==> src/hdl/wpus_pkg.sv <==
package wpus_pkg;

    localparam int CAPACITY = 1024;
    localparam int AW = $clog2(CAPACITY);
    localparam int CW = $clog2(CAPACITY + 1);
    localparam int QDEPTH = 2;
    localparam int QAW = $clog2(QDEPTH);
    localparam int QCW = $clog2(QDEPTH + 1);

    localparam logic ACT_ARRIVE = 1'b0;
    localparam logic ACT_TICK = 1'b1;

    localparam logic [47:0] PEN_MAX = {48{1'b1}};

    typedef struct packed {
        logic        action;
        logic [15:0] work;
        logic [15:0] weight;
    } t_in_word;

    typedef struct packed {
        logic [47:0] penalty;
        logic        served;
        logic [15:0] served_weight;
        logic        dropped;
        logic [10:0] occupancy;
    } t_out_word;

    typedef enum logic [1:0] {
        CMD_SKIP,
        CMD_INSERT,
        CMD_TICK
    } t_cmd;

    typedef struct packed {
        t_cmd        cmd;
        logic [15:0] work;
        logic [15:0] weight;
        logic [31:0] product;
    } t_job_cmd;

    typedef enum logic [3:0] {
        ST_IDLE,
        ST_DECIDE,
        ST_UP_RD,
        ST_UP_CMP,
        ST_TOP_RD,
        ST_TOP_USE,
        ST_LAST_RD,
        ST_LAST_USE,
        ST_DN_RDL,
        ST_DN_RDR,
        ST_DN_CMP,
        ST_DONE
    } t_state;

endpackage

==> src/hdl/wpus_front.sv <==
module wpus_front (
    input  logic                  i_clk,
    input  logic                  i_rst_n,
    input  logic                  i_valid,
    output logic                  o_ready,
    input  wpus_pkg::t_in_word    i_word,
    output logic                  o_valid,
    input  logic                  i_ready,
    output wpus_pkg::t_job_cmd    o_cmd
);

    localparam int QAW = wpus_pkg::QAW;
    localparam int QCW = wpus_pkg::QCW;

    wpus_pkg::t_job_cmd r_q [wpus_pkg::QDEPTH];
    logic [QAW-1:0] r_wp;
    logic [QAW-1:0] r_rp;
    logic [QCW-1:0] r_cnt;
    wpus_pkg::t_job_cmd n_cmd;
    logic push;
    logic pop;

    assign o_ready = (r_cnt != QCW'(wpus_pkg::QDEPTH));
    assign o_valid = (r_cnt != QCW'(0));
    assign o_cmd = r_q[r_rp];
    assign push = i_valid && o_ready;
    assign pop = o_valid && i_ready;

    always_comb begin
        n_cmd.work = i_word.work;
        n_cmd.weight = i_word.weight;
        n_cmd.product = 32'(i_word.work) * 32'(i_word.weight);
        if (i_word.action == wpus_pkg::ACT_TICK) begin
            n_cmd.cmd = wpus_pkg::CMD_TICK;
        end else if (i_word.work == 16'd0) begin
            n_cmd.cmd = wpus_pkg::CMD_SKIP;
        end else begin
            n_cmd.cmd = wpus_pkg::CMD_INSERT;
        end
    end

    always_ff @(posedge i_clk) begin
        if (push) begin
            r_q[r_wp] <= n_cmd;
        end
        if (!i_rst_n) begin
            r_wp <= QAW'(0);
            r_rp <= QAW'(0);
            r_cnt <= QCW'(0);
        end else begin
            if (push) begin
                r_wp <= (r_wp == QAW'(wpus_pkg::QDEPTH - 1)) ? QAW'(0) : r_wp + QAW'(1);
            end
            if (pop) begin
                r_rp <= (r_rp == QAW'(wpus_pkg::QDEPTH - 1)) ? QAW'(0) : r_rp + QAW'(1);
            end
            r_cnt <= r_cnt + QCW'(push) - QCW'(pop);
        end
    end

endmodule

==> config.mk <==
export PLATFORM = sky130hd
export DESIGN_NAME = wpus_front
export DESIGN_NICKNAME = d
export VERILOG_FILES = /design/src/hdl/wpus_pkg.sv /design/src/hdl/wpus_front.sv
export SDC_FILE = /design/constraint.sdc
export NUM_CORES = 1
export LEC_CHECK = 0
export BUFFER_PORTS_ARGS = -buffer_cell sky130_fd_sc_hd__buf_2
export CORE_MARGIN = 5
export CORE_UTILIZATION = 53
export DETAILED_ROUTE_END_ITERATION = 8
export GPL_ROUTABILITY_DRIVEN = 0
export PLACE_DENSITY = 0.72
export SLEW_MARGIN = 20
export SYNTH_ARGS = -nofsm -noshare
export SYNTH_HDL_FRONTEND = slang
export SYNTH_SLANG_ARGS = --single-unit
==> constraint.sdc <==
create_clock -name i_clk -period 9.5 [get_ports i_clk]
set_clock_uncertainty 0.2 [all_clocks]
set_input_delay 1.9 -clock i_clk [delete_from_list [all_inputs] [get_ports i_clk]]
set_output_delay 1.9 -clock i_clk [all_outputs]
set_load 0.05 [all_outputs]
==> results.toml <==
[global_routing]
grt_max_degree = 67
grt_pass1_vias = 9587
grt_usage = 0.2165
grt_pass1_wl_um = 49380
grt_antenna_before_repair = 0
overflow = 0

[clock_network]
clockRootBuffer = "clkbuf_16"
cts_resized = 0
holdBufCountCts = 0
htreeDepth = 4
cts.sinks = 137
cts_tree = "done"
clk_pin_slew_ns = 0.06
numCtsBuffers = 17
clk_latency_ns = 0.42
post_cts_buffers = 0
clockBufferDepth = 2

[critical_path]
endpoint_kind = "flip-flop"
critPathKind = "primary input to flip-flop"
slowest_stage = "o41ai_1"
rr_endpoint = "r_q[0][57]"
cpLargestDelayFamily = "adder cells"
crit_buf_inv = 4
timing.rr.start = "r_cnt[0]"
r2r_setup_slack_ns = 7.08
cpMostUsedCell = "fa_1"
reg2reg_depth = 4
critPathRequiredTime_ns = 9.47
critPathArrivalTime_ns = 7.49
worst_setup_path_start_kind = "primary input"
slowest_delay_ns = 0.58
path_max_fanout = 18
worstPathCellList = "buf_2, nand2_1, fa_1, fa_1, inv_1, fa_1, fa_1, fa_1, inv_1, fa_1, inv_1, ha_1, and4_2, nand2_1, o41ai_1, nor3_1, o21ai_0, xor2_1"

[sta]
fin_crit_sh = 0.7918
finalHoldViolations = 0
rsz0062_at_grt = "false"
whs_ns = 0.3420
timing.final.ws_setup_ns = 1.978
slew_headroom = 0.3779
min_period_ns = 7.522
setup_viol = 0
worst_pin_slew_ns = 0.9332
fmax_ghz = 0.1329
finalMaxSlewViolations = 0
fin_tns_setup_ns = 0

[layout]
nNetsFinal = 1660
synthToLayoutAreaGrowth_pct = 10.13
layout_common_cells = "inv_1, fa_1, nand2_1"
antenna_cells_inserted = 0
utilization = 0.5958
layout_commonest_cell = "inv_1"
drive_gt1_frac = 0.1602

[yosys]
yosys_warnings = 0
async_flop_share = 0
synth_area_um2 = 13660
syn_inst = 1245
syn-num-nets = 1582
synth-seq-cells = 137
synthFlopType = "edfxtp_1"
ys_seq_area_frac = 0.2975
synth_cell_types = 51
synth_edf_count = 132
avgSynthCellArea_um2 = 10.97

[placed_design]
port_buffers = 104
hpwl_um = 21720
dp_slack_ns = 1.603

[floorplan]
core_area_um2 = 25250
rows = 58
die-area_um2 = 29090
start_util = 0.5410
die_y_um = 170.6
ioPinCount = 105
fp.dieW_um = 170.6

[routing]
vias = 9230
drtIter0Drc = 677
totalWireLength_um = 30670
drc = 0
first_pass_iters = 5
final_antenna_net_count = 0
wl_per_cell_um = 18.41
routed_via_density = 5.540

[outcome]
status = "completed"

[hold_path]
hp-class = "flip-flop to flip-flop"
hold_depth = 2
worstHoldStart = "r_rp"

[job]
drv_cap = 0
cells by family (layout without fill, tap and decap cells):
family	count (synthesis)	after routing	share of synthesized area
simple gates	353	353	0.1296
fa+ha+maj	300	300	0.3814
compound gates	83	83	0.04076
flops	137	137	0.2975
buf+inv	274	365	0.07583
xor+xnor	31	31	0.01987
mux	67	67	0.05513
per-stage QoR:
stage	cells	area, um^2
CTS	1666	15050
global placement	1634	14440
detailed placement	1634	14440
finish	1666	15050
floorplan	1245	13660
global route	1666	15050
worst min-delay path, delay by kind of cell, from the launching register on:
kind	cells	cell delay, ns
flops	1	0.32
xor+xnor	1	0.09
simple gates	1	0.10
flip-flops by register name (all words and copies together), names as in the netlist, named ones only:
name and flops:
r_q 132, r_cnt 2, r_rp 1, r_wp 1
layer usage:
layer | vias up | routed length (um) | part of all wire | track usage
li1 | 4128 | - | - | -
met1 | 4706 | 12150 | 0.40 | 0.2786
met2 | 338 | 15790 | 0.51 | 0.3803
met3 | 58 | 1961 | 0.064 | 0.03489
met4 | 0 | 765 | 0.025 | 0.06250
met5 | - | 0 | 0 | 0
cells in the mapped netlist (2+ instances only):
library cell,n,share of area
xnor2_1,22,0.014
and3_1,3,0.0014
mux2_2,66,0.054
fa_1,194,0.28
and2_1,131,0.060
clkbuf_2,2,0.00073
nand4_1,6,0.0027
a221oi_1,3,0.0019
nand2b_1,3,0.0014
edfxtp_1,132,0.29
nor2b_1,5,0.0023
clkbuf_1,42,0.012
nor3_1,7,0.0026
nor2_1,20,0.0055
and4_1,2,0.0013
nand3_1,10,0.0037
o21a_1,6,0.0033
a21oi_1,25,0.0092
dfxtp_1,5,0.0073
and3_2,2,0.0011
a211o_1,3,0.0019
buf_2,4,0.0015
inv_1,226,0.062
o211ai_1,5,0.0027
a31o_2,2,0.0013
nand2_1,153,0.042
nor4_1,6,0.0027
o21bai_1,4,0.0022
o31ai_1,2,0.0011
ha_1,106,0.097
o21ai_0,12,0.0044
xor2_1,9,0.0058
a21o_1,9,0.0049
worst max-delay path by stage:
stage / start / to / slack (ns) / cells after the start
2_1_floorplan: i_word[7] / r_q[0][29] / 2.16 / 21
3_3_place_gp: i_word[23] / r_q[0][29] / 1.67 / 20
3_5_place_dp: i_word[7] / r_q[0][29] / 1.60 / 18
4_1_cts: i_word[7] / r_q[1][29] / 2.03 / 18
5_1_grt: i_word[26] / r_q[1][26] / 1.72 / 18
6_report: i_word[7] / r_q[1][29] / 1.98 / 18
final cells by class:
class                   instances  area [um^2]
well taps                     330        412.9
fillers                      2090        10210
clock buffers                  23        533.0
inverters                     226        848.3
repair buffers                107        543.0
clock inverters                 9        72.57
flip-flops and latches        137         4065
multi-input cells             834         8571
Power is not shown: default switching activity piles up to over one toggle a cycle in this logic, so the estimate is an artifact.
